## src/sv/i2cmps_pkg.sv

```systemverilog
// Shared types, codes and phase decode functions for the I2C master phase sequencer.
// No dependencies; imported by the phase timer and the sequencer core.
package i2cmps_pkg;

   localparam int CmdW   = 3;
   localparam int ByteW  = 8;
   localparam int StepW  = 6;
   localparam int TickW  = 16;
   localparam int KindW  = 4;

   // Highest step value ever held: probe runs three start phases and nineteen write phases.
   localparam logic [StepW-1:0] MaxStep = 6'd22;

   // Commands
   localparam logic [CmdW-1:0] CmdNone    = 3'd0;
   localparam logic [CmdW-1:0] CmdStart   = 3'd1;
   localparam logic [CmdW-1:0] CmdStop    = 3'd2;
   localparam logic [CmdW-1:0] CmdWrite   = 3'd3;
   localparam logic [CmdW-1:0] CmdRead    = 3'd4;
   localparam logic [CmdW-1:0] CmdProbe   = 3'd5;
   localparam logic [CmdW-1:0] CmdSendAck = 3'd6;
   localparam logic [CmdW-1:0] CmdRecvAck = 3'd7;

   // Phase kinds
   localparam logic [KindW-1:0] KindEnd      = 4'd0;
   localparam logic [KindW-1:0] KindDriveHi  = 4'd1;
   localparam logic [KindW-1:0] KindSclHi    = 4'd2;
   localparam logic [KindW-1:0] KindDriveLo  = 4'd3;
   localparam logic [KindW-1:0] KindStopLo   = 4'd4;
   localparam logic [KindW-1:0] KindBitLow   = 4'd5;
   localparam logic [KindW-1:0] KindRelLow   = 4'd6;
   localparam logic [KindW-1:0] KindAckHi    = 4'd7;
   localparam logic [KindW-1:0] KindSclLo    = 4'd8;
   localparam logic [KindW-1:0] KindReadHi   = 4'd9;
   localparam logic [KindW-1:0] KindAckDrive = 4'd10;

   typedef struct packed {
      logic clear;   // drop back to zero (sequence finished)
      logic load;    // a new phase is entered: restart at one
      logic count;   // a request arrived inside a running phase
   } timer_ctl_type;

   typedef struct packed {
      logic scl;
      logic sda;
      logic sda_en;
   } bus_levels_type;

   function automatic logic [KindW-1:0] start_kind(input logic [StepW-1:0] idx);
      logic [KindW-1:0] k;
      k = KindEnd;
      if (idx == 6'd0) k = KindDriveHi;
      else if (idx == 6'd1) k = KindSclHi;
      else if (idx == 6'd2) k = KindDriveLo;
      return k;
   endfunction

   function automatic logic [KindW-1:0] write_kind(input logic [StepW-1:0] idx);
      logic [KindW-1:0] k;
      k = KindEnd;
      if (idx < 6'd16) k = idx[0] ? KindSclHi : KindBitLow;
      else if (idx == 6'd16) k = KindRelLow;
      else if (idx == 6'd17) k = KindAckHi;
      else if (idx == 6'd18) k = KindSclLo;
      return k;
   endfunction

   function automatic logic [KindW-1:0] phase_kind(input logic [CmdW-1:0] cmd,
                                                   input logic [StepW-1:0] idx);
      logic [KindW-1:0] k;
      k = KindEnd;
      case (cmd)
         CmdStart: k = start_kind(idx);
         CmdStop: begin
            if (idx == 6'd0) k = KindStopLo;
            else if (idx == 6'd1) k = KindDriveHi;
         end
         CmdWrite: k = write_kind(idx);
         CmdRead: begin
            if (idx < 6'd16) k = idx[0] ? KindSclLo : KindReadHi;
            else if (idx == 6'd16) k = KindAckDrive;
            else if (idx == 6'd17) k = KindSclHi;
            else if (idx == 6'd18) k = KindSclLo;
         end
         CmdProbe: k = (idx < 6'd3) ? start_kind(idx) : write_kind(idx - 6'd3);
         CmdSendAck: begin
            if (idx == 6'd0) k = KindAckDrive;
            else if (idx == 6'd1) k = KindSclHi;
            else if (idx == 6'd2) k = KindSclLo;
         end
         CmdRecvAck: begin
            if (idx == 6'd0) k = KindAckHi;
            else if (idx == 6'd1) k = KindSclLo;
         end
         default: k = KindEnd;
      endcase
      return k;
   endfunction

   // Bus levels set on entry to a phase; levels not named by the phase hold.
   function automatic bus_levels_type enter_phase(input logic [KindW-1:0]  kind,
                                                  input logic [CmdW-1:0]   cmd,
                                                  input logic [StepW-1:0]  idx,
                                                  input logic [ByteW-1:0]  shifter,
                                                  input bus_levels_type    cur);
      bus_levels_type  lv;
      logic [StepW-1:0] w;
      logic [2:0]       bit_pos;
      lv      = cur;
      w       = (cmd == CmdProbe) ? idx - 6'd3 : idx;
      bit_pos = w[3:1];
      unique case (kind) inside
         KindDriveHi: begin
            lv.sda_en = 1'b1;
            lv.sda    = 1'b1;
         end
         KindSclHi: lv.scl = 1'b1;
         KindDriveLo: begin
            lv.sda_en = 1'b1;
            lv.sda    = 1'b0;
         end
         KindStopLo: begin
            lv.sda_en = 1'b1;
            lv.sda    = 1'b0;
            lv.scl    = 1'b1;
         end
         KindBitLow: begin
            lv.scl    = 1'b0;
            lv.sda_en = 1'b1;
            lv.sda    = shifter[3'd7 - bit_pos];
         end
         KindRelLow: begin
            lv.scl    = 1'b0;
            lv.sda_en = 1'b0;
         end
         KindAckHi, KindReadHi: begin
            lv.sda_en = 1'b0;
            lv.scl    = 1'b1;
         end
         KindSclLo: lv.scl = 1'b0;
         KindAckDrive: begin
            lv.sda_en = 1'b1;
            lv.sda    = (cmd == CmdSendAck) ? shifter[0] : 1'b0;
         end
         default: lv = cur;
      endcase
      return lv;
   endfunction

endpackage

```

## src/sv/i2cmps_phase_timer.sv

```systemverilog
// Phase duration counter: counts requests inside the current bus phase.
// Depends on i2cmps_pkg for widths and the timer control struct.
module i2cmps_phase_timer import i2cmps_pkg::*; (
   input  logic             clock,
   input  logic             reset,
   input  timer_ctl_type    ctl,
   input  logic [TickW-1:0] phase_ticks,
   output logic             expired
);

   logic [TickW-1:0] count_ff;
   logic [TickW-1:0] count_in;
   logic [TickW-1:0] limit;

   // A zero setting behaves as one tick per phase.
   assign limit   = (phase_ticks == '0) ? TickW'(1) : phase_ticks;
   assign expired = (count_ff >= limit);

   always_comb begin
      count_in = count_ff;
      if (ctl.clear) count_in = '0;
      else if (ctl.load) count_in = TickW'(1);
      else if (ctl.count) count_in = count_ff + TickW'(1);
   end

   always_ff @(posedge clock) begin
      if (reset) count_ff <= '0;
      else count_ff <= count_in;
   end

endmodule

```

## src/sv/i2c_master_phase_sequencer_core.sv

```systemverilog
// I2C master phase sequencer: one request per time-base tick, one response per request.
// The response for a request is in the output register from the cycle after acceptance.
// Throughput: one request every cycle unless stalled; state update is one decode pass.
// The output register lets a new request in whenever it is empty or being drained.
// Reset (synchronous, active high): idle, SCL and SDA level high, SDA released, ack 1.
// Depends on i2cmps_pkg and i2cmps_phase_timer.
module i2c_master_phase_sequencer_core import i2cmps_pkg::*; (
   input  logic             clock,
   input  logic             reset,
   // configuration: ticks per bus phase
   input  logic             csr_wr_en,
   input  logic [TickW-1:0] csr_wr_data,
   // request channel
   input  logic             req_valid,
   output logic             req_stall,
   input  logic [CmdW-1:0]  req_cmd,
   input  logic [ByteW-1:0] req_data,
   input  logic             req_sda_in,
   // response channel
   output logic             rsp_valid,
   input  logic             rsp_stall,
   output logic             rsp_scl,
   output logic             rsp_sda_out,
   output logic             rsp_sda_drive,
   output logic             rsp_busy_res,
   output logic             rsp_done_res,
   output logic [ByteW-1:0] rsp_read_byte,
   output logic             rsp_ack_bit
);

   // Sequencer state
   logic [TickW-1:0] phase_ticks_ff;
   logic [StepW-1:0] step_ff, step_in;
   logic [ByteW-1:0] shifter_ff, shifter_in;
   logic [CmdW-1:0]  active_cmd_ff, active_cmd_in;
   bus_levels_type   levels_ff, levels_in;
   logic             ack_latch_ff, ack_latch_in;
   logic [ByteW-1:0] read_hold_ff, read_hold_in;
   logic             done_in;

   // Response register
   logic             rsp_valid_ff;
   logic             rsp_scl_ff, rsp_sda_ff, rsp_sda_en_ff;
   logic             rsp_busy_ff, rsp_done_ff, rsp_ack_ff;
   logic [ByteW-1:0] rsp_read_ff;

   logic             accept;
   logic             expired;
   timer_ctl_type    timer_ctl;

   logic [StepW-1:0] cur_idx;
   logic [KindW-1:0] cur_kind;
   logic [KindW-1:0] next_kind;
   logic [KindW-1:0] first_kind;

   // Stall only while a response is held and the far side is not taking it.
   assign req_stall = rsp_valid_ff & rsp_stall;
   assign accept    = req_valid & ~req_stall;

   i2cmps_phase_timer u_timer (
      .clock       (clock),
      .reset       (reset),
      .ctl         (timer_ctl),
      .phase_ticks (phase_ticks_ff),
      .expired     (expired)
   );

   // Phase decode: current phase ends, next phase is the one at step index.
   assign cur_idx    = step_ff - StepW'(1);
   assign cur_kind   = phase_kind(active_cmd_ff, cur_idx);
   assign next_kind  = phase_kind(active_cmd_ff, step_ff);
   assign first_kind = phase_kind(req_cmd, '0);

   always_comb begin
      step_in       = step_ff;
      shifter_in    = shifter_ff;
      active_cmd_in = active_cmd_ff;
      levels_in     = levels_ff;
      ack_latch_in  = ack_latch_ff;
      read_hold_in  = read_hold_ff;
      done_in       = 1'b0;
      timer_ctl     = '0;
      if (accept) begin
         if (step_ff == '0) begin
            // Idle: take a new command, ignore none.
            if (req_cmd != CmdNone) begin
               active_cmd_in  = req_cmd;
               shifter_in     = (req_cmd == CmdRead) ? '0 : req_data;
               step_in        = StepW'(1);
               timer_ctl.load = 1'b1;
               levels_in      = enter_phase(first_kind, req_cmd, '0,
                                            shifter_in, levels_ff);
            end
         end else if (expired) begin
            // Phase over: sample on its closing tick, then advance or finish.
            if (cur_kind == KindAckHi) ack_latch_in = req_sda_in;
            if (cur_kind == KindReadHi) shifter_in = {shifter_ff[ByteW-2:0], req_sda_in};
            if (next_kind == KindEnd) begin
               if (active_cmd_ff == CmdRead) read_hold_in = shifter_in;
               step_in         = '0;
               timer_ctl.clear = 1'b1;
               done_in         = 1'b1;
            end else begin
               step_in        = step_ff + StepW'(1);
               timer_ctl.load = 1'b1;
               levels_in      = enter_phase(next_kind, active_cmd_ff, step_ff,
                                            shifter_in, levels_ff);
            end
         end else begin
            timer_ctl.count = 1'b1;
         end
      end
   end

   always_ff @(posedge clock) begin
      if (reset) begin
         phase_ticks_ff <= TickW'(1);
         step_ff        <= '0;
         shifter_ff     <= '0;
         active_cmd_ff  <= CmdNone;
         levels_ff      <= '{scl: 1'b1, sda: 1'b1, sda_en: 1'b0};
         ack_latch_ff   <= 1'b1;
         read_hold_ff   <= '0;
         rsp_valid_ff   <= 1'b0;
      end else begin
         if (csr_wr_en) phase_ticks_ff <= csr_wr_data;
         step_ff       <= step_in;
         shifter_ff    <= shifter_in;
         active_cmd_ff <= active_cmd_in;
         levels_ff     <= levels_in;
         ack_latch_ff  <= ack_latch_in;
         read_hold_ff  <= read_hold_in;
         // Hold a response until taken; a new request replaces it in the same cycle.
         if (accept) rsp_valid_ff <= 1'b1;
         else if (!rsp_stall) rsp_valid_ff <= 1'b0;
      end
   end

   // Response payload: load on every accepted request.
   always_ff @(posedge clock) begin
      if (accept) begin
         rsp_scl_ff    <= levels_in.scl;
         rsp_sda_ff    <= levels_in.sda;
         rsp_sda_en_ff <= levels_in.sda_en;
         rsp_busy_ff   <= (step_in != '0);
         rsp_done_ff   <= done_in;
         rsp_read_ff   <= read_hold_in;
         rsp_ack_ff    <= ack_latch_in;
      end
   end

   assign rsp_valid     = rsp_valid_ff;
   assign rsp_scl       = rsp_scl_ff;
   assign rsp_sda_out   = rsp_sda_ff;
   assign rsp_sda_drive = rsp_sda_en_ff;
   assign rsp_busy_res  = rsp_busy_ff;
   assign rsp_done_res  = rsp_done_ff;
   assign rsp_read_byte = rsp_read_ff;
   assign rsp_ack_bit   = rsp_ack_ff;

`ifndef SYNTHESIS
   a_step_range: assert property (@(posedge clock) disable iff (reset)
      step_ff <= MaxStep)
      else $error("sequencer step beyond longest phase list");

   a_busy_tracks_step: assert property (@(posedge clock) disable iff (reset)
      rsp_valid_ff |-> (rsp_busy_ff == (step_ff != '0)))
      else $error("held busy flag disagrees with sequencer step");

   a_done_means_idle: assert property (@(posedge clock) disable iff (reset)
      (rsp_valid_ff && rsp_done_ff) |-> (step_ff == '0) && !rsp_busy_ff)
      else $error("finished response while sequencer still active");

   a_idle_none_stays: assert property (@(posedge clock) disable iff (reset)
      (accept && step_ff == '0 && req_cmd == CmdNone) |=> (step_ff == '0))
      else $error("empty command left idle");
`endif

endmodule

```

## config.mk

```make
export PLATFORM = sky130hd
export DESIGN_NAME = i2c_master_phase_sequencer_core
export DESIGN_NICKNAME = d
export VERILOG_FILES = /design/src/sv/i2cmps_pkg.sv /design/src/sv/i2cmps_phase_timer.sv /design/src/sv/i2c_master_phase_sequencer_core.sv
export SDC_FILE = /design/constraint.sdc
export NUM_CORES = 1
export LEC_CHECK = 0
export BUFFER_PORTS_ARGS = -buffer_cell sky130_fd_sc_hd__buf_4
export CAP_MARGIN = 40
export CORE_AREA = 2 2 102 104
export DETAILED_ROUTE_END_ITERATION = 6
export DIE_AREA = 0 0 104 106
export PLACE_DENSITY_LB_ADDON = 0.05
export SETUP_SLACK_MARGIN = 0.15
export SLEW_MARGIN = 5
export SYNTH_ARGS = -nofsm -noshare
export SYNTH_HDL_FRONTEND = slang
export SYNTH_SLANG_ARGS = --single-unit
```

## constraint.sdc

```tcl
create_clock -name clock -period 5.39 [get_ports clock]
set_input_delay 0.539 -clock clock [delete_from_list [all_inputs] [get_ports clock]]
set_output_delay 0.539 -clock clock [all_outputs]
set_load 0.01 [all_outputs]
```

=== After elaboration in Yosys (flattened, before gate mapping) ===
Cells that the tools add are included.

* Add/sub/neg operators: 7
* Multiply operators: 0
* Div/mod/pow operators: 0
* $lt $le $gt $ge: 9
* Eq/ne operators: 54
* Shift operators: 0
* Muxes and demuxes: 108
* Bitwise gates (word level): 4
* Reductions and logical operators: 24

{| class="wikitable"
|+ Operators by type and width
! operator !! count
|-
| $mux 4 || 37
|-
| $mux 8 || 13
|-
| $eq 6x5->1 const B || 12
|-
| $pmux 4 s7 || 2
|-
| $eq 4x3->1 const B || 9
|-
| $mux 3 || 11
|-
| $mux 6 || 5
|-
| $eq 4x4->1 const B || 7
|-
| $eq 3x3->1 const B || 8
|-
| $lt 6x5->1 const B || 4
|-
| $pmux 4 s6 || 1
|-
| $mux 1 || 23
|-
| $add 16x1->16 const B || 1
|-
| $eq 4x2->1 const B || 4
|-
| $ge 16x16->1 || 1
|-
| $logic_not 16->1 || 1
|-
| $mux 16 || 1
|-
| $reduce_or 3->1 || 5
|-
| $mux 2 || 7
|-
| $eq 3x2->1 const B || 4
|-
| $eq 6x1->1 const B || 2
|-
| $eq 6x2->1 const B || 2
|-
| $logic_not 6->1 || 2
|-
| $lt 6x2->1 const B || 2
|-
| other kinds (21) || 42
|}

* Flip-flop bits (word level): 76
* Latch bits: 0
* Memory bits (writable): 0
* Memory bits (read-only): 0
* Bits of input ports: 33
* Output and inout bits: 16
* Logic and storage cells: 225
* Memories kept: 0

=== Longest topological paths before layout ===
Gate-level depths: netlist of the first run.

* Depth in word-level cells: 21
* Gate-level depth with buffers: 13
* Depth with buffers taken out: 11

=== By module ===
A second synthesis of the first run with hierarchy kept.

* Cells, all modules: 672
* Area, all modules: 5425.2 um^2

{| class="wikitable"
|+ By module, submodules not included
! module !! instances !! cells an instance !! area an instance (um^2) !! sequential area each (um^2)
|-
| i2c_master_phase_sequencer_core || 1 || 528 || 4265.3 || 1341.3
|-
| i2cmps_phase_timer || 1 || 144 || 1159.9 || 320.3
|}

=== Least setup slack after synthesis of the first run ===
OpenSTA, ideal clock, no wires.

* Path type: reg2reg
* From: register step_ff[1]
* To: register rsp_ack_ff (netlist: rsp_ack_bit), data pin
* Setup time: 260 ps
* Arrival time: 3208 ps
* Required time: 5130 ps
* Path slack: 1922 ps
* Cell stages (with the launch flop): 13
* Buffers on the path: 2
* Clock period less this slack: 3468 ps
* Cells stage by stage: dfxtp_1 clkbuf_1 inv_1 ha_1 or2_2 clkbuf_1 a221oi_1 a41oi_1 or4_1 o221ai_1 a211oi_1 nor4b_2 mux2_2

* Cells in the longest elaborated chain, start to end: 14
* Elaborated cells between the ends (all ways): 43
* Classes of those cells: 2 x add/sub; 3 x order compare; 9 x eq/ne; 27 x mux; 2 x reduce/logical

{| class="wikitable"
|+ RTL lines
! element !! RTL line !! text
|-
| start: declaration || i2c_master_phase_sequencer_core.sv:33 || <nowiki>logic [StepW-1:0] step_ff, step_in;</nowiki>
|-
| start signal: assignment || i2c_master_phase_sequencer_core.sv:127 || <nowiki>step_ff <= step_in;</nowiki>
|-
| $sub 6x1->6 || i2c_master_phase_sequencer_core.sv:69 || <nowiki>assign cur_idx = step_ff - StepW'(1);</nowiki>
|-
| $sub 6x2->6 || i2cmps_pkg.sv:85 || <nowiki>CmdProbe: k = (idx < 6'd3) ? start_kind(idx) : write_kind(idx - 6'd3);</nowiki>
|-
| $eq 6x5->1 || i2cmps_pkg.sv:64 || <nowiki>else if (idx == 6'd18) k = KindSclLo;</nowiki>
|-
| $mux 4 || i2cmps_pkg.sv:64 ||
|-
| $mux 4 || i2cmps_pkg.sv:63 || <nowiki>else if (idx == 6'd17) k = KindAckHi;</nowiki>
|-
| $mux 4 || i2cmps_pkg.sv:62 || <nowiki>else if (idx == 6'd16) k = KindRelLow;</nowiki>
|-
| $mux 4 || i2cmps_pkg.sv:61 || <nowiki>if (idx < 6'd16) k = idx[0] ? KindSclHi : KindBitLow;</nowiki>
|-
| $mux 4 || i2cmps_pkg.sv:85 ||
|-
| $pmux 4 s7 || i2cmps_pkg.sv:72 || <nowiki>case (cmd)</nowiki>
|-
| $eq 4x3->1 || i2c_master_phase_sequencer_core.sv:96 || <nowiki>if (cur_kind == KindAckHi) ack_latch_in = req_sda_in;</nowiki>
|-
| $mux 1 || i2c_master_phase_sequencer_core.sv:96 ||
|-
| $mux 1 || i2c_master_phase_sequencer_core.sv:94 || <nowiki>end else if (expired) begin</nowiki>
|-
| $mux 1 (*) || i2c_master_phase_sequencer_core.sv:84 || <nowiki>if (step_ff == '0) begin</nowiki>
|-
| $mux 1 (*) || i2c_master_phase_sequencer_core.sv:83 || <nowiki>if (accept) begin</nowiki>
|-
| via ack_latch_in || i2c_master_phase_sequencer_core.sv:37 || <nowiki>logic ack_latch_ff, ack_latch_in;</nowiki>
|-
| end signal: assignment || i2c_master_phase_sequencer_core.sv:148 || <nowiki>rsp_ack_ff <= ack_latch_in;</nowiki>
|-
| end: declaration || i2c_master_phase_sequencer_core.sv:44 || <nowiki>logic rsp_busy_ff, rsp_done_ff, rsp_ack_ff;</nowiki>
|}

Mark *: on every way through the listed nets, which the timed path passes. The rest lies on a longest branch.
A chain may end at the register's enable or synchronous reset.

=== Worst setup path after layout of the first run ===
* From: register step_ff[1]
* To: register rsp_busy_ff (netlist: rsp_busy_res), data pin

* Cells in the longest elaborated chain, start to end: 14
* Elaborated cells between the ends (all ways): 44
* Classes of those cells: 2 x add/sub; 3 x order compare; 8 x eq/ne; 28 x mux; 3 x reduce/logical

{| class="wikitable"
|+ RTL lines
! element !! RTL line !! text
|-
| $sub 6x2->6 || n/a ||
|-
| $eq 6x5->1 || i2cmps_pkg.sv:64 ||
|-
| $mux 4 || i2cmps_pkg.sv:64 ||
|-
| $mux 4 || i2cmps_pkg.sv:63 ||
|-
| $mux 4 || i2cmps_pkg.sv:62 ||
|-
| $mux 4 || i2cmps_pkg.sv:61 ||
|-
| $mux 4 || i2cmps_pkg.sv:85 ||
|-
| $pmux 4 s7 || i2cmps_pkg.sv:72 ||
|-
| $logic_not 4->1 || i2c_master_phase_sequencer_core.sv:98 || <nowiki>if (next_kind == KindEnd) begin</nowiki>
|-
| $mux 6 || i2c_master_phase_sequencer_core.sv:98 ||
|-
| $mux 6 || i2c_master_phase_sequencer_core.sv:94 ||
|-
| $mux 6 || i2c_master_phase_sequencer_core.sv:84 ||
|-
| $mux 6 (*) || i2c_master_phase_sequencer_core.sv:83 ||
|-
| $reduce_bool 6->1 (*) || i2c_master_phase_sequencer_core.sv:145 || <nowiki>rsp_busy_ff <= (step_in != '0);</nowiki>
|-
| end signal: assignment || i2c_master_phase_sequencer_core.sv:145 ||
|-
| end: declaration || i2c_master_phase_sequencer_core.sv:44 ||
|}

Mark *: on every way between the ends. The rest lies on a longest branch, timed or not.

==> results of run 1 <==
==> final cells by class <==
type | instances | area (um2) | area share [%]
multi-input cells | 503 | 3354 | 56.39
clock inverters | 7 | 105.1 | 1.767
repair buffers | 54 | 420.4 | 7.068
flip-flops and latches | 76 | 1662 | 27.93
inverters | 30 | 112.6 | 1.893
clock buffers | 9 | 123.9 | 2.082
well taps | 136 | 170.2 | 2.861
==> worst reg2reg max path, delay by kind of cell, from the launching register on <==
| kind | cells | cell delay [ns] |
|---|---|---|
| AND/OR/NAND/NOR | 4 | 1.35 |
| AO/OA/AOI/OAI | 4 | 1.12 |
| adder cells (fa/ha/maj) | 1 | 0.48 |
| buffers and inverters | 1 | 0.26 |
| flip-flops | 1 | 0.50 |
==> cell usage after synthesis (all sizes together) (13+ instances only) <==
| cell type | number |
|---|---|
| ha | 25 |
| buf | 13 |
| clkbuf | 24 |
| nand4 | 13 |
| nor3 | 15 |
| o21ai | 22 |
| nor2 | 86 |
| dfxtp | 62 |
| mux2i | 27 |
| inv | 29 |
| a211oi | 16 |
| edfxtp | 14 |
| nand3 | 17 |
| nand2 | 51 |
| a21oi | 52 |
==> routing by layer <==
| metal | wire length, um | GRT usage [%] | vias up |
|---|---|---|---|
| met5 | 0 | 0 | - |
| li1 | - | - | 2432 |
| met4 | 469 | 10.52 | 0 |
| met1 | 6251 | 33.56 | 2413 |
| met3 | 894 | 4.292 | 42 |
| met2 | 7447 | 47.18 | 201 |
==> kinds of logic (layout without fill, tap and decap cells) <==
group	Yosys count	in the layout	share of synthesized area (%)
buffers and inverters	67	100	5.292
muxes	29	29	5.528
AOI/OAI and AO/OA	168	168	22.11
and+or+nand+nor	259	259	26.13
xor gates and xnor gates	21	21	3.473
DFF	76	76	31.37
adders and majority gates	26	26	6.095
==> stage by stage <==
stage               instance area, um2  worst slack (ns)
floorplan                         5296             1.922
finish                            5948             1.446
global route                      5948             1.169
CTS                               5948             1.522
global placement                  5689             1.613
detailed placement                5719             1.512
==> power groups by stage <==
stage               Clock, mW  Combinational, mW  Sequential [mW]
global placement            0              0.236            0.641
CTS                     0.529              0.241            0.629
finish                  0.521              0.243            0.629
floorplan                   0              0.162            0.634
global route            0.550              0.269            0.632
detailed placement          0              0.240            0.642
==> path summary, 6_finish.rpt <==
check                                                 endpoint  slack (ns)
worst max register to register          rsp_busy_res$_DFFE_PP_        1.45
worst min-delay path            phase_ticks_ff[0]$_SDFFE_PP1P_        0.39
worst min register to register      read_hold_ff[7]$_SDFF_PP0_        0.47
worst max-delay path                    rsp_busy_res$_DFFE_PP_        1.45
==> state kept, by name, summed over array words and instances (netlist names) <==
| name | cells |
|---|---|
| ack_latch_ff | 1 |
| read_hold_ff | 8 |
| shifter_ff | 8 |
| rsp_read_byte | 8 |
| rsp_scl | 1 |
| step_ff | 6 |
| phase_ticks_ff | 16 |
| rsp_sda_out | 1 |
| rsp_sda_drive | 1 |
| rsp_ack_bit | 1 |
| rsp_busy_res | 1 |
| rsp_done_res | 1 |
| active_cmd_ff | 3 |
| u_timer.count_ff | 16 |
| rsp_valid | 1 |
| levels_ff | 3 |
==> placed cells by master (no fill, tap or decap), types with 11 or more instances in the layout <==
| cell | synthesis | final |
|---|---|---|
| nor3_1 | 13 | 13 |
| a211oi_1 | 16 | 16 |
| ha_1 | 25 | 25 |
| xnor2_1 | 12 | 12 |
| a31oi_1 | 11 | 11 |
| edfxtp_1 | 14 | 14 |
| buf_4 | 1 | 52 |
| nand4_1 | 11 | 11 |
| nand2_1 | 51 | 51 |
| mux2i_1 | 27 | 27 |
| dfxtp_1 | 62 | 62 |
| inv_1 | 29 | 29 |
| a21oi_1 | 49 | 49 |
| o21ai_0 | 21 | 21 |
| nand3_1 | 17 | 17 |
| nor2_1 | 84 | 84 |
==> results.sh, run 1 <==
export IMPL_synth_top_area_share_pct=23.43
export IMPL_slew_violations=0
export IMPL_drt_total_wl_mm=15.06
export IMPL_skew_ns=0.01782
export IMPL_status="finished clean"
export IMPL_coreArea_um2=10000
export IMPL_ys_seq_elements=76
export IMPL_worst_pin_slew_ns=0.9374
export IMPL_crit_type="flop to flop"
export IMPL_cp_common_cell="a2111oi_0"
export IMPL_synth_warning_count=0
export IMPL_power_frac_seq_pct=45.1
export IMPL_critPathRequiredTime_ns=5.50
export IMPL_critPathTopFamily="simple AND/OR/NAND/NOR gates"
export IMPL_place_gp_congestion=0.9394
export IMPL_drc=0
export IMPL_setup_worst_path_start="step_ff[1]$_SDFF_PP0_"
export IMPL_worstHoldStart="csr_wr_data[0]"
export IMPL_gr_total_overflow=0
export IMPL_hold_viol_final=0
export IMPL_clock_power_share_pct=37.4
export IMPL_path_cells="inv_1, ha_1, nand2b_1, a2111oi_0, a211oi_1, nand3_1, nor4_2, a31oi_1, a2111oi_0, nand4_1"
export IMPL_async_flop_share_pct=0
export IMPL_critPathArrivalTime_ns=4.05
export IMPL_p_total_mw=1.393
export IMPL_area_growth_syn_to_layout_pct=12.31
export IMPL_initial_utilization_pct=52.97
export IMPL_rr_worst_depth=10
export IMPL_port_buffers=48
export IMPL_setup_viol=0
export IMPL_hold_ws_ns=0.3914
export IMPL_synth_edf_count=14
export IMPL_drt_iter0_markers=381
export IMPL_p_leak_nw=2.289
export IMPL_final_antenna_net_count=0
export IMPL_synthDistinctLibCells=84
export IMPL_clockRootBuffer="clkbuf_8"
export IMPL_dieWidth_um=104
export IMPL_cts_buffers=9
export IMPL_cts_setup_buffers=0
export IMPL_critPathMaxStageDelay_ns=0.68
export IMPL_cp_start_kind="flop"
export IMPL_whs_path_depth=3
export IMPL_setup_tns_ns=0
export IMPL_final_util_pct=59.48
export IMPL_insertedDiodeCount=0
export IMPL_grt_pass1_wl_mm=24.03
export IMPL_wl_per_cell_um=18.48
export IMPL_p_switching_mw=0.4261
export IMPL_clock_sinks=76
export IMPL_track_usage_pct=27.04
export IMPL_drive_above_1_share_pct=15.76
export IMPL_cts_tree="yes"
export IMPL_relSlewSlack_pct=36.97
export IMPL_finalCritPeriodShare_pct=73.18
export IMPL_vias=5088
export IMPL_ys_seq_area_share_pct=31.37
export IMPL_p_int_mw=0.9672
export IMPL_synth_nets=704
export IMPL_syn_inst=646
export IMPL_dieArea_um2=11020
export IMPL_hold_buffers=0
export IMPL_grt_pass1_vias=4723
export IMPL_combPwrFrac_pct=17.4
export IMPL_cts_buffer_depth=2
export IMPL_rsz0062_at_grt="no"
export IMPL_cts_max_level=3
export IMPL_placementRows=37
export IMPL_pin_count=49
export IMPL_r2r_start="step_ff[1]$_SDFF_PP0_"
export IMPL_hold_path_class="primary input to flop"
export IMPL_path_max_fanout=17
export IMPL_drv_cap=0
export IMPL_netlist_top_cells_area="dfxtp_1 23%, edfxtp_1 7.9%, nor2_1 6.0%"
export IMPL_clkLatencyLatePin_ns=0.36
export IMPL_antenna_found_initial=0
export IMPL_path_clk_slew_ns=0.10
export IMPL_cts_resized=0
export IMPL_dp_final_hpwl_mm=10.89
export IMPL_syn_cell_area_um2=5296
export IMPL_vdd_drop_max_mv=0.1556
export IMPL_first_pass_iters=7
export IMPL_layout_cells_non_filler=815
export IMPL_avgSynthCellArea_um2=8.199
export IMPL_grt_max_degree=43
export IMPL_chipHeight_um=106
export IMPL_yosysTopAreaCell="dfxtp_1"
export IMPL_crit_buf_inv=1
export IMPL_powerDensity_nw_per_um2=234.2
export IMPL_cp_end_kind="flop"
export IMPL_vias_per_cell=6.243
export IMPL_num_fill_cells=920
export IMPL_synth_ff_type="dfxtp_1"
export IMPL_period_minus_slack_ns=3.944
export IMPL_dp_cells=799
export IMPL_nNetsFinal=732
export IMPL_cp_depth=10
export IMPL_clock_fmax_ghz=0.2535
export IMPL_sw_frac_of_total_pct=30.58
export IMPL_timing_critical_path_slowest_stage_cell="nor4_2"
Note: power is estimated with default switching activity, not from simulation.
==> inputs of run 2 (changes only) <==
Settings changed: ABC_AREA set to 1, CORE_AREA 2 2 102 104 to 2 2 103 105, DIE_AREA 0 0 104 106 to 0 0 105 107.
Clock period 5.39 ns to 3.9 ns, I/O delays scaled along.
==> run 2 against run 1 <==
Routed wire length is 4.5% lower. Clock skew is 0.0075 ns lower. Synthesized cell count is 24% higher. Cell count is 21% higher. Combinational power is 69% higher. Register-to-register slack worse by 0.72 ns. Sequential share of layout area is 0.55 points lower. Hold slack worse by 0.16 ns. Area after synthesis is 3.0% higher. Critical path type unchanged.
==> results.sh, run 2 <==
export IMPL_ys_seq_area_share_pct=30.46
export IMPL_track_usage_pct=26.40
export IMPL_final_util_pct=60.13
export IMPL_cts_buffer_depth=2
export IMPL_num_fill_cells=993
export IMPL_clkLatencyLatePin_ns=0.37
export IMPL_gr_total_overflow=0
export IMPL_syn_inst=802
export IMPL_chipHeight_um=107
export IMPL_cts_max_level=3
export IMPL_period_minus_slack_ns=3.170
export IMPL_setup_viol=0
export IMPL_final_antenna_net_count=0
export IMPL_crit_type="flop to flop"
export IMPL_insertedDiodeCount=0
export IMPL_hold_viol_final=0
export IMPL_synth_edf_count=14
export IMPL_synth_top_area_share_pct=22.75
export IMPL_rsz0062_at_grt="no"
export IMPL_wl_per_cell_um=14.56
export IMPL_final_cell_mix="177 x nand2_1, 120 x inv_1, 72 x nor2_1, 68 x nand3_1"
export IMPL_drc=0
export IMPL_critPathArrivalTime_ns=3.40
export IMPL_syn_cell_area_um2=5455
export IMPL_netlist_top_cells_area="dfxtp_1 23%, nand2_1 12%, inv_1 8.3%"
export IMPL_rr_worst_depth=17
export IMPL_place_gp_congestion=0.9873
export IMPL_grt_max_degree=32
export IMPL_timing_critical_path_slowest_stage_cell="nor4_1"
export IMPL_antenna_found_initial=0
export IMPL_slew_violations=0
export IMPL_place_area_um2=5883
export IMPL_regArea_um2=1662
export IMPL_cts_tree="yes"
export IMPL_vdd_drop_max_mv=0.1508
export IMPL_synth_warning_count=0
export IMPL_cp_depth=17
export IMPL_port_buffers=48
export IMPL_initial_utilization_pct=54.05
export IMPL_finalCritPeriodShare_pct=81.29
export IMPL_dieArea_um2=11240
export IMPL_drt_total_wl_mm=14.38
export IMPL_r2r_start="phase_ticks_ff[12]$_SDFFE_PP0P_"
export IMPL_dp_slack_ns=0.7320
export IMPL_coreArea_um2=10090
export IMPL_relSlewSlack_pct=48.49
export IMPL_synth_ff_type="dfxtp_1"
export IMPL_async_flop_share_pct=0
export IMPL_cts_setup_buffers=0
export IMPL_layout_cells_non_filler=988
export IMPL_nNetsFinal=905
export IMPL_ys_seq_elements=76
export IMPL_critPathTopFamily="simple AND/OR/NAND/NOR gates"
export IMPL_synthDistinctLibCells=47
export IMPL_status="finished clean"
export IMPL_hold_buffers=0
export IMPL_drv_cap=0
export IMPL_first_pass_iters=5
export IMPL_yosysTopAreaCell="dfxtp_1"
export IMPL_skew_ns=0.01030
export IMPL_synth_nets=860
export IMPL_hold_ws_ns=0.2363
export IMPL_setup_worst_path_start="phase_ticks_ff[12]$_SDFFE_PP0P_"
export IMPL_grt_pass1_vias=5001
export IMPL_setup_ws_ns=0.7296
export IMPL_reg_top3="phase_ticks_ff (16), u_timer.count_ff (16)"
export IMPL_clockRootBuffer="clkbuf_8"
export IMPL_hold_path_class="primary input to flop"
export IMPL_post_route_cell_area_um2=6068
export IMPL_path_clk_slew_ns=0.08
export IMPL_clock_sinks=76
export IMPL_vias_per_cell=5.451
export IMPL_dieWidth_um=105
export IMPL_crit_buf_inv=3
export IMPL_avgSynthCellArea_um2=6.802
export IMPL_cts_buffers=9
export IMPL_grt_pass1_wl_mm=23.97
export IMPL_cp_start_kind="flop"
export IMPL_critPathRequiredTime_ns=4.12
export IMPL_layout_cells_most_common="nand2_1"
export IMPL_clock_fmax_ghz=0.3154
export IMPL_r2r_end="rsp_busy_res$_DFFE_PP_"
export IMPL_dp_cells=972
export IMPL_cts_resized=0
export IMPL_multiInputGateArea_um2=3162
export IMPL_drt_iter0_markers=322
export IMPL_synth_most_common_cell="nand2_1"
export IMPL_vias=5386
export IMPL_powerDensity_nw_per_um2=308.8
export IMPL_path_cells="nor4_1, a41o_1, ha_1, inv_1, a21oi_1, o21ai_0, nand2_1, o211ai_1, nand2_1, nand3_2, inv_1, nand2_1, nand2_1, inv_1, o21ai_0, nor2_1, nand4_1"
export IMPL_p_total_mw=1.874
export IMPL_setup_tns_ns=0
export IMPL_synth_top_cells_by_count="177 x nand2_1, 120 x inv_1, 73 x nor2_1"
export IMPL_placementRows=37
export IMPL_ff2ff_setup_slack_ns=0.73
export IMPL_path_max_fanout=13
export IMPL_worst_pin_slew_ns=0.7646
export IMPL_critPathMaxStageDelay_ns=0.42
export IMPL_endpoint="rsp_busy_res$_DFFE_PP_"
export IMPL_area_growth_syn_to_layout_pct=11.24
export IMPL_p_leak_nw=2.821
export IMPL_pin_count=49
export IMPL_drive_above_1_share_pct=14.20
export IMPL_cp_common_cell="nand2_1"
export IMPL_dp_final_hpwl_mm=11.04
export IMPL_cp_end_kind="flop"
run 2: changes by cell type in the layout (fill, tap and decap cells not counted), sizes merged, moves of 8 or more:
cell / change
nand2: +132
inv: +92
nand3: +61
o21ai: +35
mux2i: -27
a21oi: +18
a31oi: -10
or2: -9
a211oi: -8
nand2b: -8
xnor2: -8
run 2: worst min path at each step:
stage                                              start                        endpoint  depth (start not counted)
after floorplan           phase_ticks_ff[9]$_SDFFE_PP0P_  phase_ticks_ff[9]$_SDFFE_PP0P_                          2
after global placement            rsp_valid$_SDFFE_PP0P_          rsp_valid$_SDFFE_PP0P_                          2
after detailed placement  phase_ticks_ff[9]$_SDFFE_PP0P_  phase_ticks_ff[9]$_SDFFE_PP0P_                          2
after CTS                                 csr_wr_data[0]  phase_ticks_ff[0]$_SDFFE_PP1P_                          3
after global routing                      csr_wr_data[0]  phase_ticks_ff[0]$_SDFFE_PP1P_                          3
final                                     csr_wr_data[0]  phase_ticks_ff[0]$_SDFFE_PP1P_                          3
run 2: logic make-up (layout without fill, tap and decap cells):
group / Yosys count / after routing / synth area share, %
buffers and inverters: 148 / 198 / 11.63
XOR/XNOR: 14 / 14 / 2.248
flip-flops: 76 / 76 / 30.46
AND/OR/NAND/NOR: 391 / 391 / 33.60
adder cells (fa/ha/maj): 25 / 25 / 5.734
AO/OA/AOI/OAI: 148 / 148 / 16.33
run 2: layout make-up:
cell class              instances  share of cell area [%]
clock buffers                  11                   2.165
repair buffers                 53                   6.557
flip-flops and latches         76                   27.38
well taps                     136                   2.804
clock inverters                 5                  0.8866
inverters                     129                   8.103
multi-input cells             578                   52.10
run 2: power by group:
part           switching (mW)  total [mW]  internal (mW)
Clock                   0.301       0.595          0.294
Combinational           0.275       0.410          0.136
Sequential             0.0282       0.869          0.840
Total                   0.604        1.87           1.27
run 2: worst min-delay path: stages:
cell and delay [ns]:
buf_4 0.08, nand2_1 0.04, nand3_1 0.07
run 2: per-layer routing:
| layer | up-vias | share of wire (%) | wire length (um) | global-route usage (%) |
|---|---|---|---|---|
| li1 | 2734 | - | - | - |
| met1 | 2441 | 48 | 6904 | 36.05 |
| met2 | 186 | 44 | 6386 | 42.44 |
| met3 | 25 | 5.9 | 843 | 4.681 |
| met4 | 0 | 1.7 | 248 | 8.381 |
| met5 | - | 0 | 0 | 0 |
==> inputs of run 3 (changes only) <==
Clock period 3.9 ns to 3.3 ns, I/O delays scaled along.
==> run 3 against run 2 <==
Global-route usage shrank 0.089 points. Critical path depth shrank 2. Total power grew 24%. Setup slack lost 0.29 ns. Critical path type unchanged. Critical endpoint is now rsp_read_byte[7]$_DFFE_PP_. Largest cell class unchanged. Largest power group unchanged.
==> results.sh, run 3 (synthesis gave the netlist of run 2 again) <==
export IMPL_status="finished clean"
export IMPL_cts_tree="yes"
export IMPL_drt_total_wl_mm=14.42
export IMPL_p_int_mw=1.608
export IMPL_grt_max_degree=32
export IMPL_clock_sinks=76
export IMPL_cts_buffers=9
export IMPL_critPathTopFamily="simple AND/OR/NAND/NOR gates"
export IMPL_clock_power_share_pct=34.2
export IMPL_grt_pass1_wl_mm=23.68
export IMPL_insertedDiodeCount=0
export IMPL_final_util_pct=61.43
export IMPL_drv_cap=0
export IMPL_dp_final_hpwl_mm=11.01
export IMPL_drive_above_1_share_pct=15.21
export IMPL_cp_start_kind="flop"
export IMPL_timing_critical_path_slowest_stage_cell="dfxtp_1"
export IMPL_track_usage_pct=26.31
export IMPL_pin_count=49
export IMPL_area_growth_syn_to_layout_pct=13.65
export IMPL_path_cells="buf_4, ha_1, inv_1, nand3_1, nor2_1, nand3_1, nand2_1, nor3_2, nand2_2, nor2_4, nand3_4, nor2_4, nand3_4, clkinv_4, a21oi_1"
export IMPL_cts_buffer_depth=2
export IMPL_hold_buffers=0
export IMPL_finalCritPeriodShare_pct=86.54
export IMPL_sw_frac_of_total_pct=30.85
export IMPL_path_clk_slew_ns=0.09
export IMPL_setup_ws_ns=0.4441
export IMPL_clkLatencyLatePin_ns=0.36
export IMPL_path_max_fanout=17
export IMPL_p_total_mw=2.325
export IMPL_grt_pass1_vias=5027
export IMPL_critPathArrivalTime_ns=2.95
export IMPL_period_minus_slack_ns=2.856
export IMPL_rsz0062_at_grt="no"
export IMPL_worst_pin_slew_ns=0.7572
export IMPL_coreArea_um2=10090
export IMPL_final_antenna_net_count=0
export IMPL_first_pass_iters=7
export IMPL_place_gp_congestion=0.9014
export IMPL_crit_buf_inv=3
export IMPL_clockRootBuffer="clkbuf_8"
export IMPL_antenna_found_initial=0
export IMPL_gr_total_overflow=0
export IMPL_drt_iter0_markers=391
export IMPL_wl_per_cell_um=14.46
export IMPL_cp_end_kind="flop"
export IMPL_drc=0
export IMPL_final_cell_mix="177 x nand2_1, 120 x inv_1, 72 x nor2_1, 68 x nand3_1"
export IMPL_setup_tns_ns=0
export IMPL_powerDensity_nw_per_um2=375.0
export IMPL_vias=5364
export IMPL_vdd_drop_max_mv=0.2366
export IMPL_port_buffers=48
export IMPL_layout_cells_most_common="nand2_1"
export IMPL_layout_cells_non_filler=997
export IMPL_hold_path_class="primary input to flop"
export IMPL_p_leak_nw=2.882
export IMPL_initial_utilization_pct=54.05
export IMPL_vias_per_cell=5.380
export IMPL_slew_violations=0
export IMPL_cts_max_level=3
export IMPL_dp_slack_ns=0.3623
export IMPL_clock_fmax_ghz=0.3502
export IMPL_combPwrFrac_pct=21.7
export IMPL_placementRows=37
export IMPL_relSlewSlack_pct=48.99
export IMPL_dieWidth_um=105
export IMPL_dieArea_um2=11240
export IMPL_hold_viol_final=0
export IMPL_power_frac_seq_pct=44.1
export IMPL_nNetsFinal=914
export IMPL_critPathMaxStageDelay_ns=0.33
export IMPL_crit_type="flop to flop"
export IMPL_skew_ns=0.01464
export IMPL_setup_viol=0
export IMPL_reg_top3="phase_ticks_ff (16), u_timer.count_ff (16)"
export IMPL_critPathRequiredTime_ns=3.40
export IMPL_chipHeight_um=107
export IMPL_p_switching_mw=0.7172
export IMPL_dp_cells=977
==> run 3: worst paths after layout <==
path                                             start                        endpoint  slack (ns)  depth (start not counted)
worst max-delay path             step_ff[0]$_SDFF_PP0_      rsp_read_byte[7]$_DFFE_PP_        0.44                         15
worst min-delay path                    csr_wr_data[0]  phase_ticks_ff[0]$_SDFFE_PP1P_        0.20                          3
worst min register to register  rsp_valid$_SDFFE_PP0P_          rsp_valid$_SDFFE_PP0P_        0.49                          2
worst max register to register   step_ff[0]$_SDFF_PP0_      rsp_read_byte[7]$_DFFE_PP_        0.44                         15
==> run 3: worst reg2reg max path: stages, from the launching register on <==
cell and delay [ns]:
dfxtp_1 0.33, buf_4 0.25, ha_1 0.21, inv_1 0.09, nand3_1 0.16, nor2_1 0.07
nand3_1 0.08, nand2_1 0.08, nor3_2 0.20, nand2_2 0.14, nor2_4 0.21, nand3_4 0.13
nor2_4 0.18, nand3_4 0.17, clkinv_4 0.20, a21oi_1 0.09
==> run 3: what timing repair did <==
action,in CTS,in global routing
setup endpoints to repair,0,9
gates resized for setup,0,4
setup buffers,0,4
==> run 3: final cells by class <==
type | count | area, um2
multi-input cells | 578 | 3188
inverters | 129 | 491.7
well taps | 136 | 170.2
clock buffers | 14 | 185.2
fillers | 981 | 3892
flip-flops and latches | 76 | 1662
clock inverters | 2 | 37.54
repair buffers | 62 | 465.4
==> run 3: power by group through the flow <==
stage                     registers, mW  logic (mW)  clock network [mW]
after detailed placement           1.05       0.488                   0
after global routing               1.03       0.566               0.842
after global placement             1.04       0.479                   0
after CTS                          1.02       0.491               0.808
after floorplan                    1.05       0.331                   0
final                              1.03       0.504               0.795
==> run 3: through the flow <==
| stage | area, um2 | hold slack, ns |
|---|---|---|
| 6_report | 6200 | 0.1977 |
| 5_1_grt | 6200 | 0.1976 |
| 4_1_cts | 6143 | 0.1823 |
| 3_5_place_dp | 5921 | 0.4795 |
| 3_3_place_gp | 5921 | 0.4677 |
| 2_1_floorplan | 5455 | 0.4488 |
==> run 3: metal layers <==
metal / track usage [%] / vias to the layer above / routed length (um)
met5: 0 / - / 0
li1: - / 2750 / -
met4: 9.238 / 0 / 241
met3: 5.228 / 20 / 863
met2: 39.70 / 153 / 6183
met1: 37.37 / 2441 / 7128
